**config.mk**
```make
export PLATFORM = sky130hd
export DESIGN_NAME = circular_byte_queue_top
export DESIGN_NICKNAME = d
export VERILOG_FILES = /design/src/rtl/cbq_pkg.sv /design/src/rtl/cbq_ctrl.sv /design/src/rtl/cbq_datapath.sv /design/src/rtl/circular_byte_queue_top.sv
export SDC_FILE = /design/constraint.sdc
export NUM_CORES = 1
export LEC_CHECK = 0
export ABC_AREA = 0
export ABC_CLOCK_PERIOD_IN_PS = 2500
export BUFFER_PORTS_ARGS = -buffer_cell sky130_fd_sc_hd__clkbuf_2
export CAP_MARGIN = 10
export CORE_ASPECT_RATIO = 1.5
export CORE_MARGIN = 8
export CORE_UTILIZATION = 50
export DETAILED_ROUTE_END_ITERATION = 12
export MAX_ROUTING_LAYER = met4
export PLACE_DENSITY_LB_ADDON = 0.15
export SKIP_CTS_REPAIR_TIMING = 1
export SLEW_MARGIN = 20
export SYNTH_ARGS = -nofsm -noshare
export SYNTH_HDL_FRONTEND = slang
export SYNTH_SLANG_ARGS = --single-unit
```
**constraint.sdc**
```tcl
create_clock -name clock -period 2.5 [get_ports clock]
set_input_delay 0.125 -clock clock [delete_from_list [all_inputs] [get_ports clock]]
set_output_delay 0.125 -clock clock [all_outputs]
set_load 0.02 [all_outputs]
```
**src/rtl/cbq_pkg.sv**
```systemverilog
// shared constants, types and helpers for the circular byte queue
package cbq_pkg;

   localparam int DEPTH = 16;
   localparam int IDX_W = (DEPTH > 2) ? $clog2(DEPTH) : 1;

   localparam logic [1:0] FUNC_PUSH     = 2'd0;
   localparam logic [1:0] FUNC_POP      = 2'd1;
   localparam logic [1:0] FUNC_TRAVERSE = 2'd2;

   localparam logic [1:0] STAT_OK    = 2'd0;
   localparam logic [1:0] STAT_FULL  = 2'd1;
   localparam logic [1:0] STAT_EMPTY = 2'd2;

   typedef logic [IDX_W-1:0] idx_type;

   // commands from the controller to the datapath
   typedef struct packed {
      logic       push_en;    // write word at tail+1, advance tail
      logic       pop_en;     // advance head
      logic       rd_en;      // read ring, load walk pointer with read address
      logic       rd_walk;    // read address from walk+1 instead of head+1
      logic       rsp_valid;
      logic [1:0] rsp_status;
      logic       rsp_last;
      logic       rsp_data_sel; // present read data instead of zero
   } cmd_type;

   // status from the datapath to the controller
   typedef struct packed {
      logic empty;
      logic full;
      logic head_next_last;
      logic walk_next_last;
   } stat_type;

   function automatic idx_type adv_idx(input idx_type idx);
      return (idx == IDX_W'(DEPTH - 1)) ? '0 : idx + 1'b1;
   endfunction

endpackage

```
**src/rtl/cbq_ctrl.sv**
```systemverilog
// controller state machine for the circular byte queue
module cbq_ctrl (
   input  logic               clock,
   input  logic               reset,
   input  logic               start,
   input  logic [1:0]         req_func,
   input  cbq_pkg::stat_type  stat,
   output logic               busy,
   output cbq_pkg::cmd_type   cmd
);

   localparam logic ST_IDLE = 1'b0;
   localparam logic ST_WALK = 1'b1;

   logic state_ff;
   logic state_in;

   always_ff @(posedge clock) begin
      if (reset) begin
         state_ff <= ST_IDLE;
      end else begin
         state_ff <= state_in;
      end
   end

   assign busy = (state_ff == ST_WALK);

   always_comb begin
      state_in = state_ff;
      cmd      = '0;
      unique case (state_ff)
         ST_IDLE: begin
            if (start) begin
               unique case (req_func)
                  cbq_pkg::FUNC_PUSH: begin
                     cmd.rsp_valid = 1'b1;
                     cmd.rsp_last  = 1'b1;
                     if (stat.full) begin
                        cmd.rsp_status = cbq_pkg::STAT_FULL;
                     end else begin
                        cmd.push_en    = 1'b1;
                        cmd.rsp_status = cbq_pkg::STAT_OK;
                     end
                  end
                  cbq_pkg::FUNC_POP: begin
                     cmd.rsp_valid = 1'b1;
                     cmd.rsp_last  = 1'b1;
                     if (stat.empty) begin
                        cmd.rsp_status = cbq_pkg::STAT_EMPTY;
                     end else begin
                        cmd.rd_en        = 1'b1;
                        cmd.pop_en       = 1'b1;
                        cmd.rsp_data_sel = 1'b1;
                        cmd.rsp_status   = cbq_pkg::STAT_OK;
                     end
                  end
                  cbq_pkg::FUNC_TRAVERSE: begin
                     cmd.rsp_valid = 1'b1;
                     if (stat.empty) begin
                        cmd.rsp_status = cbq_pkg::STAT_EMPTY;
                        cmd.rsp_last   = 1'b1;
                     end else begin
                        cmd.rd_en        = 1'b1;
                        cmd.rsp_data_sel = 1'b1;
                        cmd.rsp_status   = cbq_pkg::STAT_OK;
                        cmd.rsp_last     = stat.head_next_last;
                        if (!stat.head_next_last) begin
                           state_in = ST_WALK;
                        end
                     end
                  end
                  default: begin
                     // unused code: no result
                  end
               endcase
            end
         end
         ST_WALK: begin
            cmd.rd_en        = 1'b1;
            cmd.rd_walk      = 1'b1;
            cmd.rsp_valid    = 1'b1;
            cmd.rsp_data_sel = 1'b1;
            cmd.rsp_status   = cbq_pkg::STAT_OK;
            cmd.rsp_last     = stat.walk_next_last;
            if (stat.walk_next_last) begin
               state_in = ST_IDLE;
            end
         end
         default: begin
            state_in = ST_IDLE;
         end
      endcase
   end

endmodule

```
**src/rtl/cbq_datapath.sv**
```systemverilog
// ring memory, pointers and result registers for the circular byte queue
module cbq_datapath (
   input  logic              clock,
   input  logic              reset,
   input  logic [7:0]        req_push_value,
   input  cbq_pkg::cmd_type  cmd,
   output cbq_pkg::stat_type stat,
   output logic              rsp_valid,
   output logic [7:0]        rsp_data_out,
   output logic [1:0]        rsp_status,
   output logic              rsp_last
);

   logic [7:0] ring_mem [cbq_pkg::DEPTH];

   cbq_pkg::idx_type head_ff, tail_ff, walk_ff;
   cbq_pkg::idx_type head_nxt, tail_nxt, walk_nxt, rd_addr;

   logic [7:0] rd_data_ff;
   logic       rsp_valid_ff;
   logic [1:0] rsp_status_ff;
   logic       rsp_last_ff;
   logic       data_sel_ff;

   always_comb begin
      head_nxt = cbq_pkg::adv_idx(head_ff);
      tail_nxt = cbq_pkg::adv_idx(tail_ff);
      walk_nxt = cbq_pkg::adv_idx(walk_ff);
      rd_addr  = cmd.rd_walk ? walk_nxt : head_nxt;

      stat.empty          = (head_ff == tail_ff);
      stat.full           = (tail_nxt == head_ff);
      stat.head_next_last = (head_nxt == tail_ff);
      stat.walk_next_last = (walk_nxt == tail_ff);
   end

   always_ff @(posedge clock) begin
      if (reset) begin
         head_ff      <= '0;
         tail_ff      <= '0;
         walk_ff      <= '0;
         rsp_valid_ff <= 1'b0;
      end else begin
         if (cmd.push_en) begin
            tail_ff <= tail_nxt;
         end
         if (cmd.pop_en) begin
            head_ff <= head_nxt;
         end
         if (cmd.rd_en) begin
            walk_ff <= rd_addr;
         end
         rsp_valid_ff <= cmd.rsp_valid;
      end
   end

   // result payload
   always_ff @(posedge clock) begin
      rsp_status_ff <= cmd.rsp_status;
      rsp_last_ff   <= cmd.rsp_last;
      data_sel_ff   <= cmd.rsp_data_sel;
   end

   // ring storage
   always_ff @(posedge clock) begin
      if (cmd.push_en) begin
         ring_mem[tail_nxt] <= req_push_value;
      end
   end

   always_ff @(posedge clock) begin
      if (cmd.rd_en) begin
         rd_data_ff <= ring_mem[rd_addr];
      end
   end

   assign rsp_valid    = rsp_valid_ff;
   assign rsp_status   = rsp_status_ff;
   assign rsp_last     = rsp_last_ff;
   assign rsp_data_out = data_sel_ff ? rd_data_ff : 8'd0;

endmodule

```
**src/rtl/circular_byte_queue_top.sv**
```systemverilog
// top level of the circular byte queue
//
// circular byte queue over a ring of cbq_pkg::DEPTH slots, holding up to DEPTH-1 words.
// a command is taken at a rising edge with start high and busy low; req_func selects
// push (0), pop (1) or traverse (2), code 3 is ignored and gives no result.
// every result is registered and appears in the cycle after the edge that causes it, for exactly one cycle,
// flagged by rsp_valid; the receiver cannot stall, so results must be taken as they come.
// push and pop leave busy low, so a new command may follow at once.
// traverse emits one word per cycle, oldest first, one for each stored word (a single
// result when empty); the single read port of the ring sets this pace and
// busy stays high until the last word has been read.
// rsp_last marks the final result of each command; rsp_data_out is zero unless
// rsp_status is ok. status codes: 0 ok, 1 full on push, 2 empty.
module circular_byte_queue_top (
   input  logic       clock,
   input  logic       reset,
   // command side
   input  logic       start,
   output logic       busy,
   input  logic [1:0] req_func,
   input  logic [7:0] req_push_value,
   // result side
   output logic       rsp_valid,
   output logic [7:0] rsp_data_out,
   output logic [1:0] rsp_status,
   output logic       rsp_last
);

   cbq_pkg::cmd_type  cmd;   // controller to datapath
   cbq_pkg::stat_type stat;  // pointer compares back to the controller

   // sequencing of push, pop and the traverse walk
   cbq_ctrl u_ctrl (
      .clock    (clock),
      .reset    (reset),
      .start    (start),
      .req_func (req_func),
      .stat     (stat),
      .busy     (busy),
      .cmd      (cmd)
   );

   // ring, head/tail/walk pointers and result registers
   cbq_datapath u_dp (
      .clock          (clock),
      .reset          (reset),
      .req_push_value (req_push_value),
      .cmd            (cmd),
      .stat           (stat),
      .rsp_valid      (rsp_valid),
      .rsp_data_out   (rsp_data_out),
      .rsp_status     (rsp_status),
      .rsp_last       (rsp_last)
   );

endmodule

```
==> results.sh, run 1 <==
export IMPL_min_from="start"
export IMPL_coreArea_um2=13530
export IMPL_rsz0062_at_grt="false"
export IMPL_synth_flop_cell="edfxtp_1"
export IMPL_worstSetupEndpointType="flop"
export IMPL_diodes=0
export IMPL_fmax_mhz=414.6
export IMPL_clock_sinks=154
export IMPL_tightest_slew_ns=0.5004
export IMPL_dr_total_vias=4202
export IMPL_met2_wirelength_um=8645
export IMPL_drive_gt1_share_pct=19.18
export IMPL_timing_rr_start="u_dp.head_ff[0]$_SDFFE_PP0P_"
export IMPL_viasPerCell=5.796
export IMPL_yosysSeqAreaShare_pct=64.24
export IMPL_gp_congestion=0.8378
export IMPL_synth_commonest_cells="136 x edfxtp_1, 75 x nand2_1, 46 x mux2i_1"
export IMPL_grt_ovfl_total=0
export IMPL_status="completed"
export IMPL_r2r_end="u_dp.rd_data_ff[3]$_DFFE_PP_"
export IMPL_critPathArrivalTime_ns=2.58
export IMPL_start_util_pct=51.12
export IMPL_wl_met1_um=5762
export IMPL_antenna_found_initial=0
export IMPL_crit_chain="ha_1, mux2_4, buf_12, mux2i_1, mux2i_1, o32ai_1, a2111oi_1"
export IMPL_netlist_area_um2=6918
export IMPL_peakVddDrop_mv=0.4495
export IMPL_reg2reg_setup_slack_ns=0.09
export IMPL_first_global_vias=4381
export IMPL_start_kind="flop"
export IMPL_pre_cts_ws_ns=0.05318
export IMPL_holdPathEnd="u_dp.rsp_valid$_SDFF_PP0_"
export IMPL_synthDistinctLibCells=55
export IMPL_cts_tree="built"
export IMPL_fin_skew_ns=0.005860
export IMPL_fin_tns_setup_ns=0
export IMPL_period_minus_slack_ns=2.412
export IMPL_r2r_cells=7
export IMPL_p_leak_uw=0.002965
export IMPL_yosysTopAreaCellShare_pct=59.03
export IMPL_hold_viol=0
export IMPL_grt_usage_pct=18.15
export IMPL_fin_ws_ns=0.08787
export IMPL_clkTransAtPathRegs_ns=0.06
export IMPL_row_count=52
export IMPL_post_dp_cell_area_um2=7292
export IMPL_highest_layer="met4"
export IMPL_ctsHtreeMaxLevel=4
export IMPL_routedWlPerCell_um=21.35
export IMPL_die_area_um2=17930
export IMPL_syn_to_final_growth_pct=14.27
export IMPL_fillers=1104
export IMPL_power_density_nw_per_um2=706.2
export IMPL_ant_nets=0
export IMPL_yosysWarnings=0
export IMPL_async_reset_ff_share_pct=0
export IMPL_finalMaxSlewViolations=0
export IMPL_post_route_period_util_pct=96.49
export IMPL_yosysTopAreaCell="edfxtp_1"
export IMPL_synth_most_common_cell="edfxtp_1"
export IMPL_ys_seq_elements=154
export IMPL_hp_class="primary input to flop"
export IMPL_critPathRequiredTime_ns=2.67
export IMPL_wl_met3_um=653
export IMPL_fin_area_um2=7905
export IMPL_grt_pass1_wl_um=23810
export IMPL_drv_cap=0
export IMPL_grt_max_degree=33
export IMPL_worstSetupPathType="flop to flop"
export IMPL_fin_nets=575
export IMPL_die_h_um=160.1
export IMPL_drtIter0Drc=240
export IMPL_port_buffers=25
export IMPL_slowest_stage="mux2_4"
export IMPL_cts_buffers=17
export IMPL_critical_path_most_common_cell="mux2i_1"
export IMPL_relSlewSlack_pct=65.78
export IMPL_syn_num_nets=533
export IMPL_avgSynthCellArea_um2=13.59
export IMPL_ios=26
export IMPL_synth_edf_count=136
export IMPL_synthTopCellsByArea="edfxtp_1 59%, mux2i_1 6.7%, dfxtp_1 5.2%"
export IMPL_hpwlAfterDp_um=10960
export IMPL_cp_startpoint="u_dp.head_ff[0]$_SDFFE_PP0P_"
export IMPL_postSynthCellCount=509
export IMPL_drc=0
export IMPL_drt_pass1_iter_count=7
export IMPL_crit_fanout=28
export IMPL_cts_root_buf="clkbuf_16"
export IMPL_setup_violations=0
export IMPL_clk_latency_ns=0.41
export IMPL_clock_path_buffers=2
export IMPL_holdPathStages=3
export IMPL_dieWidth_um=112.0
export IMPL_slowest_delay_ns=0.41
export IMPL_drt_total_wl_um=15480
kinds of logic (layout without fill, tap and decap cells):
kind of cell             Yosys count  count (layout)  share of synthesized area [%]
XOR/XNOR                          19              19                          2.786
buffers and inverters             38              92                          3.653
AO/OA/AOI/OAI                     67              67                          7.488
multiplexers                      54              54                          8.320
flip-flops                       154             154                          64.24
AND/OR/NAND/NOR                  166             166                          11.52
adder cells (fa/ha/maj)           11              11                          1.989
cell usage in the layout, fill, tap and decap left out, types with 3 or more instances in the layout:
cell type   Yosys  routed
and3_1         24      23
dfxtp_1        18      17
buf_4           2      22
nand2_1        75      75
nor2_1         14      14
nor2b_1         6       6
a21oi_1        26      26
a2111oi_1       6       5
clkbuf_2        0      25
nand3_1        20      19
bufinv_16       0       3
xnor2_1         9       9
buf_12          0       4
inv_1           9       9
edfxtp_1      136     136
nor3_1          3       3
and2_1         11      11
ha_1           11      11
xor2_1          8       8
clkinvlp_4      0       4
nand2b_1        4       4
o32ai_1         6       6
clkbuf_16       0      17
mux2_2          5       4
mux2i_1        46      45
a31oi_1         5       5
routing by layer:
layer  vias to the layer above  global-route usage [%]
met2                       112                   33.04
met3                        25                   4.190
met1                      2087                   18.40
met4                         0                   7.086
li1                       1978                       -
met5                         -                       -
metrics by stage:
step	total power (uW)	std cells	hold WS, ns	util, %
final	5582	725	0.03310	58.41
after floorplan	2996	509	0.2239	-
after global routing	5730	725	0.03701	58.41
after detailed placement	3101	694	0.4636	53.88
after global placement	3099	694	0.4529	53.88
after CTS	5612	725	0.02787	58.19
area by class of cell:
cell class	count	area (um2)	share of cell area, %
multi-input combinational	317	2258	28.57
timing repair buffer	52	381.6	4.827
tap	162	202.7	2.564
clock inverter	12	150.1	1.899
clock buffer	19	432.9	5.476
inverter	9	33.78	0.4274
sequential	154	4446	56.24
report_power, final:
part           total [uW]  switching, uW  internal (uW)
sequential           2820           6.92           2810
combinational         226            149           77.5
clock                2530            976           1560
total                5580           1130           4450
sequential cells by signal (all words and copies together) (netlist names):
register          cells
u_dp.rsp_last         1
u_ctrl.busy           1
u_dp.ring_mem       128
u_dp.rd_data_ff       8
u_dp.rsp_status       2
u_dp.head_ff          4
u_dp.walk_ff          4
u_dp.tail_ff          4
u_dp.data_sel_ff      1
u_dp.rsp_valid        1
how the worst max path moves through the flow:
stage,end,cells after the start,slack (ns)
6_report,u_dp.rd_data_ff[3]$_DFFE_PP_,7,0.09
5_1_grt,u_dp.ring_mem[0][5]$_DFFE_PP_,7,0.00008
4_1_cts,u_dp.rd_data_ff[3]$_DFFE_PP_,7,0.03
3_5_place_dp,u_dp.rd_data_ff[3]$_DFFE_PP_,7,0.05
3_3_place_gp,u_dp.rd_data_ff[6]$_DFFE_PP_,6,0.1
2_1_floorplan,u_dp.ring_mem[14][0]$_DFFE_PP_,8,0.26
critical path, delay by kind of cell, from the launching register on:
family / cells / cell delay [ns]
fa+ha+maj: 1 / 0.40
compound gates: 2 / 0.51
mux: 3 / 0.73
buf+inv: 1 / 0.20
flops: 1 / 0.31
Note: power is estimated with default switching activity, not from simulation.
==> inputs of run 2 (changes only) <==
--- a/config.mk
+++ b/config.mk
@@ -19,4 +19,5 @@
 export SLEW_MARGIN = 20
 export SYNTH_ARGS = -nofsm -noshare
 export SYNTH_HDL_FRONTEND = slang
+export SYNTH_HIERARCHICAL = 1
 export SYNTH_SLANG_ARGS = --single-unit
==> run 2 against run 1 <==
  * Hold slack improved by 0.0093 ns
  * Design area rose by 0.21%
  * Highest routed layer unchanged
  * Worst setup slack improved by 0.024 ns
  * Via count fell by 5.9%
  * Critical endpoint is now u_dp/rd_data_ff[3]$_DFFE_PP_
  * Final cell count fell by 6.5%
  * Power rose by 1.7%
  * Critical path depth did not move
  * Global-route usage rose by 1.7 points
  * Synthesized cell count fell by 14%
  * Die area fell by 4.4%
  * Largest cell class unchanged
==> results.sh, run 2 <==
export IMPL_status="completed"
export IMPL_crit_fanout=12
export IMPL_synth_flop_cell="edfxtp_1"
export IMPL_period_minus_slack_ns=2.388
export IMPL_yosysWarnings=6
export IMPL_final_util_pct=61.45
export IMPL_synthDistinctLibCells=45
export IMPL_hold_viol=0
export IMPL_worstSetupPathType="flop to flop"
export IMPL_grt_max_degree=20
export IMPL_drive_gt1_share_pct=28.13
export IMPL_grt_usage_pct=19.80
export IMPL_synth_commonest_cells="136 x edfxtp_1, 40 x nand2_1, 33 x nor2_1"
export IMPL_start_kind="flop"
export IMPL_avgSynthCellArea_um2=15.01
export IMPL_clock_sinks=154
export IMPL_critPathRequiredTime_ns=2.67
export IMPL_peakVddDrop_mv=0.4879
export IMPL_routedWlPerCell_um=22.78
export IMPL_finalMaxSlewViolations=0
export IMPL_syn_num_nets=462
export IMPL_clkTransAtPathRegs_ns=0.07
export IMPL_ant_nets=0
export IMPL_clock_path_buffers=2
export IMPL_cts_tree="built"
export IMPL_fin_skew_ns=0.01418
export IMPL_postSynthCellCount=438
export IMPL_syn_to_final_growth_pct=20.48
export IMPL_netlist_area_um2=6575
export IMPL_post_route_period_util_pct=95.52
export IMPL_synth_edf_count=136
export IMPL_largest_reg_flops=128
export IMPL_ys_seq_elements=154
export IMPL_yosysTopAreaCell="edfxtp_1"
export IMPL_final_cell_mix="136 x edfxtp_1, 37 x buf_4, 36 x nand2_1"
export IMPL_port_buffers=25
export IMPL_drv_cap=0
export IMPL_fin_area_um2=7921
export IMPL_drt_total_wl_um=15450
export IMPL_die_h_um=156.4
export IMPL_synthTopCellsByArea="edfxtp_1 62%, dfxtp_1 5.5%, mux4_2 5.5%"
export IMPL_final_common_cell="edfxtp_1"
export IMPL_critPathArrivalTime_ns=2.55
export IMPL_cts_buffers=17
export IMPL_drc=0
export IMPL_fillers=958
export IMPL_drtIter0Drc=226
export IMPL_grt_ovfl_total=0
export IMPL_diodes=0
export IMPL_tightest_slew_ns=1.079
export IMPL_row_count=51
export IMPL_setup_violations=0
export IMPL_fin_nets=531
export IMPL_drt_pass1_iter_count=5
export IMPL_hp_class="primary input to flop"
export IMPL_coreArea_um2=12890
export IMPL_dr_total_vias=3954
export IMPL_worstSetupEndpointType="flop"
export IMPL_relSlewSlack_pct=28.10
export IMPL_fmax_mhz=418.8
export IMPL_top_register="u_dp/ring_mem"
export IMPL_gp_congestion=0.9008
export IMPL_ios=26
export IMPL_post_dp_cell_area_um2=7229
export IMPL_viasPerCell=5.832
export IMPL_grt_pass1_wl_um=23740
export IMPL_first_global_vias=4170
export IMPL_power_density_nw_per_um2=716.9
export IMPL_antenna_found_initial=0
export IMPL_yosysTopAreaCellShare_pct=62.11
export IMPL_synth_most_common_cell="edfxtp_1"
export IMPL_start_util_pct=51.01
export IMPL_yosysSeqAreaShare_pct=67.59
export IMPL_async_reset_ff_share_pct=0
export IMPL_ctsHtreeMaxLevel=4
export IMPL_p_leak_uw=0.002781
export IMPL_clk_latency_ns=0.42
export IMPL_reg_top3="u_dp/ring_mem (128), u_dp/rd_data_ff (8)"
export IMPL_hpwlAfterDp_um=10860
export IMPL_die_area_um2=17150
export IMPL_cts_root_buf="clkbuf_16"
export IMPL_dieWidth_um=109.6
run 2: changes by cell type after synthesis, sizes merged, moves of 6 or more:
cell     change
mux4        +15
nand3       -18
nand2       -35
a221o        +8
a2111oi      -9
and3        -22
o22ai        +6
nor2        +19
a32o         +8
o21ai       +10
mux2i       -19
a21oi       -15
a31oi        -7
run 2: worst max-delay path: stages, from the launching register on:
cell and delay, ns:
dfxtp_1 0.40, ha_1 0.19, and3_1 0.21, o21a_2 0.21
buf_12 0.17, mux4_2 0.57, mux2i_1 0.25, o22ai_1 0.13
run 2: stage by stage:
stage                     setup WS [ns]  power, uW  cells  TNS (ns)  hold slack, ns
after global routing          -0.004738       5847    678  -0.01753         0.03877
after detailed placement       -0.09223       3331    644    -2.069          0.4750
after global placement        -0.003692       3326    644  -0.02661          0.4707
after CTS                       -0.1268       5694    675    -4.453         0.02520
final                            0.1121       5679    678         0         0.04239
after floorplan               -0.009460       3143    438   -0.2822          0.1966
run 2: kinds of logic after synthesis:
kind of cell,after synthesis,synth area share [%]
AO/OA/AOI/OAI,63,6.965
adder cells (fa/ha/maj),11,2.093
flip-flops,154,67.59
multiplexers,46,10.07
XOR/XNOR,21,2.797
AND/OR/NAND/NOR,113,8.163
buffers and inverters,30,2.322
run 2: metal layers:
metal	routed length (um)	global-route usage (%)	vias up
met3	705	3.870	37
met2	8531	33.95	136
met1	5570	20.63	1966
li1	-	-	1815
met4	638	11.05	0
met5	0	-	-
run 2: path summary, 6_finish.rpt:
| path | start | endpoint | slack [ns] | cells after the start |
|---|---|---|---|---|
| min reg2reg | u_dp/walk_ff[3]$_SDFFE_PP0P_ | u_dp/walk_ff[3]$_SDFFE_PP0P_ | 0.54 | 2 |
| min | start | u_dp/rsp_status[0]$_DFF_P_ | 0.04 | 3 |
| max | u_dp/walk_ff[1]$_SDFFE_PP0P_ | u_dp/rd_data_ff[3]$_DFFE_PP_ | 0.11 | 7 |
| max reg2reg | u_dp/walk_ff[1]$_SDFFE_PP0P_ | u_dp/rd_data_ff[3]$_DFFE_PP_ | 0.11 | 7 |
run 2: area by class of cell:
type                    count  area, um2  area share, %
inverters                  10      37.54         0.4739
well taps                 159      198.9          2.511
multi-input cells         254       2128          26.87
repair buffers             70      563.0          7.108
clock buffers              19      432.9          5.465
flip-flops and latches    154       4446          56.12
clock inverters            12      115.1          1.453
run 2: power by group:
| group | internal (uW) | switching (uW) |
|---|---|---|
| registers | 2830 | 14.9 |
| clock network | 1380 | 1020 |
| logic | 174 | 263 |
| total | 4380 | 1300 |
==> inputs of run 3 (changes only) <==
--- a/config.mk
+++ b/config.mk
@@ -7,11 +7,12 @@
 export LEC_CHECK = 0
 export ABC_AREA = 0
 export ABC_CLOCK_PERIOD_IN_PS = 2500
-export BUFFER_PORTS_ARGS = -buffer_cell sky130_fd_sc_hd__clkbuf_2
+export BUFFER_PORTS_ARGS = -buffer_cell sky130_fd_sc_hd__buf_2
 export CAP_MARGIN = 10
 export CORE_ASPECT_RATIO = 1.5
 export CORE_MARGIN = 8
 export CORE_UTILIZATION = 50
+export CTS_CLUSTER_DIAMETER = 150
 export DETAILED_ROUTE_END_ITERATION = 12
 export MAX_ROUTING_LAYER = met4
 export PLACE_DENSITY_LB_ADDON = 0.15
==> run 3 against run 2 <==
  * Non-clock buffer count unchanged
  * Count of clock-buffer cells in the layout down 2
  * Hold slack better by 0.0029 ns
  * Utilization up 0.22 points
  * Register-to-register slack worse by 0.05 ns
  * Sequential share of layout area down 0.22 points
  * Worst setup slack worse by 0.047 ns
  * Global-route usage up 0.31 points
  * First-iteration DRC count up 32%
  * Clock skew down 0.0061 ns
  * Power up 1.4%
  * Design area up 0.36%
  * Largest cell class unchanged
  * Largest power group unchanged
==> results.sh, run 3 (same netlist as run 2, synthesis figures left out) <==
export IMPL_drt_total_wl_um=15920
export IMPL_hp_class="primary input to flop"
export IMPL_post_route_period_util_pct=97.39
export IMPL_peakVddDrop_mv=0.4650
export IMPL_tightest_slew_ns=0.9101
export IMPL_fin_skew_ns=0.008097
export IMPL_gp_congestion=0.8892
export IMPL_relSlewSlack_pct=39.32
export IMPL_clkTransAtPathRegs_ns=0.07
export IMPL_viasPerCell=5.971
export IMPL_cts_buffers=17
export IMPL_clk_latency_ns=0.42
export IMPL_status="completed"
export IMPL_syn_to_final_growth_pct=20.91
export IMPL_diodes=0
export IMPL_worstSetupPathType="flop to flop"
export IMPL_critPathRequiredTime_ns=2.63
export IMPL_crit_fanout=11
export IMPL_critPathArrivalTime_ns=2.56
export IMPL_fmax_mhz=410.7
export IMPL_ios=26
export IMPL_grt_usage_pct=20.10
export IMPL_grt_max_degree=18
export IMPL_hpwlAfterDp_um=11170
export IMPL_cts_root_buf="clkbuf_16"
export IMPL_grt_ovfl_total=0
export IMPL_dieWidth_um=109.6
export IMPL_ant_nets=0
export IMPL_totalPowerFinal_uw=5758
export IMPL_first_global_vias=4139
export IMPL_cts_tree="built"
export IMPL_fin_ws_ns=0.06516
export IMPL_drv_cap=0
export IMPL_period_minus_slack_ns=2.435
export IMPL_drtIter0Drc=299
export IMPL_drc=0
export IMPL_routedWlPerCell_um=23.45
export IMPL_die_area_um2=17150
export IMPL_finalMaxSlewViolations=0
export IMPL_cp_startpoint="u_dp/head_ff[0]$_SDFFE_PP0P_"
export IMPL_pre_cts_ws_ns=-0.06236
export IMPL_clock_path_buffers=2
export IMPL_dr_total_vias=4054
export IMPL_final_common_cell="edfxtp_1"
export IMPL_worstSetupEndpointType="flop"
export IMPL_reg_top3="u_dp/ring_mem (128), u_dp/rd_data_ff (8)"
export IMPL_post_dp_cell_area_um2=7197
export IMPL_timing_rr_start="u_dp/head_ff[0]$_SDFFE_PP0P_"
export IMPL_ctsHtreeMaxLevel=4
export IMPL_fin_nets=531
export IMPL_setup_violations=0
export IMPL_p_leak_uw=0.002801
export IMPL_antenna_found_initial=0
export IMPL_hold_viol=0
export IMPL_power_density_nw_per_um2=724.2
export IMPL_min_from="start"
export IMPL_die_h_um=156.4
export IMPL_largest_reg_flops=128
export IMPL_fin_area_um2=7950
export IMPL_drive_gt1_share_pct=28.46
export IMPL_coreArea_um2=12890
export IMPL_final_cell_mix="136 x edfxtp_1, 37 x buf_4, 36 x nand2_1"
export IMPL_rsz0062_at_grt="false"
export IMPL_clock_sinks=154
export IMPL_row_count=51
export IMPL_grt_pass1_wl_um=24290
export IMPL_start_util_pct=51.01
export IMPL_drt_pass1_iter_count=4
export IMPL_start_kind="flop"
export IMPL_top_register="u_dp/ring_mem"
export IMPL_port_buffers=25
## run 3: worst max-delay path, stage by stage, from the launching register on
cell	delay [ns]
dfxtp_1	0.31
ha_1	0.24
a311o_1	0.39
o21a_4	0.16
buf_12	0.16
mux4_2	0.43
mux2i_1	0.19
buf_4	0.15
o22ai_1	0.11
## run 3: per-stage QoR
| step | std cells | setup TNS [ns] | utilization (%) | hold slack (ns) |
|---|---|---|---|---|
| floorplan | 438 | -0.2822 | - | 0.1966 |
| CTS | 675 | -4.561 | 60.21 | 0.03443 |
| global route | 679 | 0 | 61.68 | 0.04214 |
| finish | 679 | 0 | 61.68 | 0.04534 |
| global placement | 643 | -0.3153 | 55.83 | 0.4733 |
| detailed placement | 643 | -2.209 | 55.83 | 0.4782 |
## run 3: final timing paths
| check | depth (start not counted) | to | slack (ns) |
|---|---|---|---|
| hold / removal | 3 | u_dp/rsp_status[0]$_DFF_P_ | 0.05 |
| setup / recovery | 8 | u_dp/rd_data_ff[1]$_DFFE_PP_ | 0.07 |
| hold reg to reg | 2 | u_dp/walk_ff[3]$_SDFFE_PP0P_ | 0.55 |
| setup reg to reg | 8 | u_dp/rd_data_ff[1]$_DFFE_PP_ | 0.07 |
## run 3: cell type report
class | instances | area, um2
Fill cell | 962 | 4940
Sequential cell | 154 | 4444
Multi-Input combinational cell | 254 | 2151
Timing Repair Buffer | 70 | 554.3
Clock buffer | 17 | 425.4
Tap cell | 159 | 198.9
Clock inverter | 15 | 138.9
Inverter | 10 | 37.54
## run 3: report_power, final
group	switching, uW	leakage (uW)	internal [uW]
logic	266	0.00115	176
clock network	1080	0.000278	1390
registers	14.7	0.00137	2830
## run 3: metal layers
metal / GRT usage, % / vias to the layer above / part of all wire (%)
li1: - / 1810 / -
met1: 22.49 / 2056 / 39
met2: 34.70 / 144 / 54
met3: 2.964 / 44 / 4.4
met4: 8.527 / 0 / 3.2
met5: - / - / 0
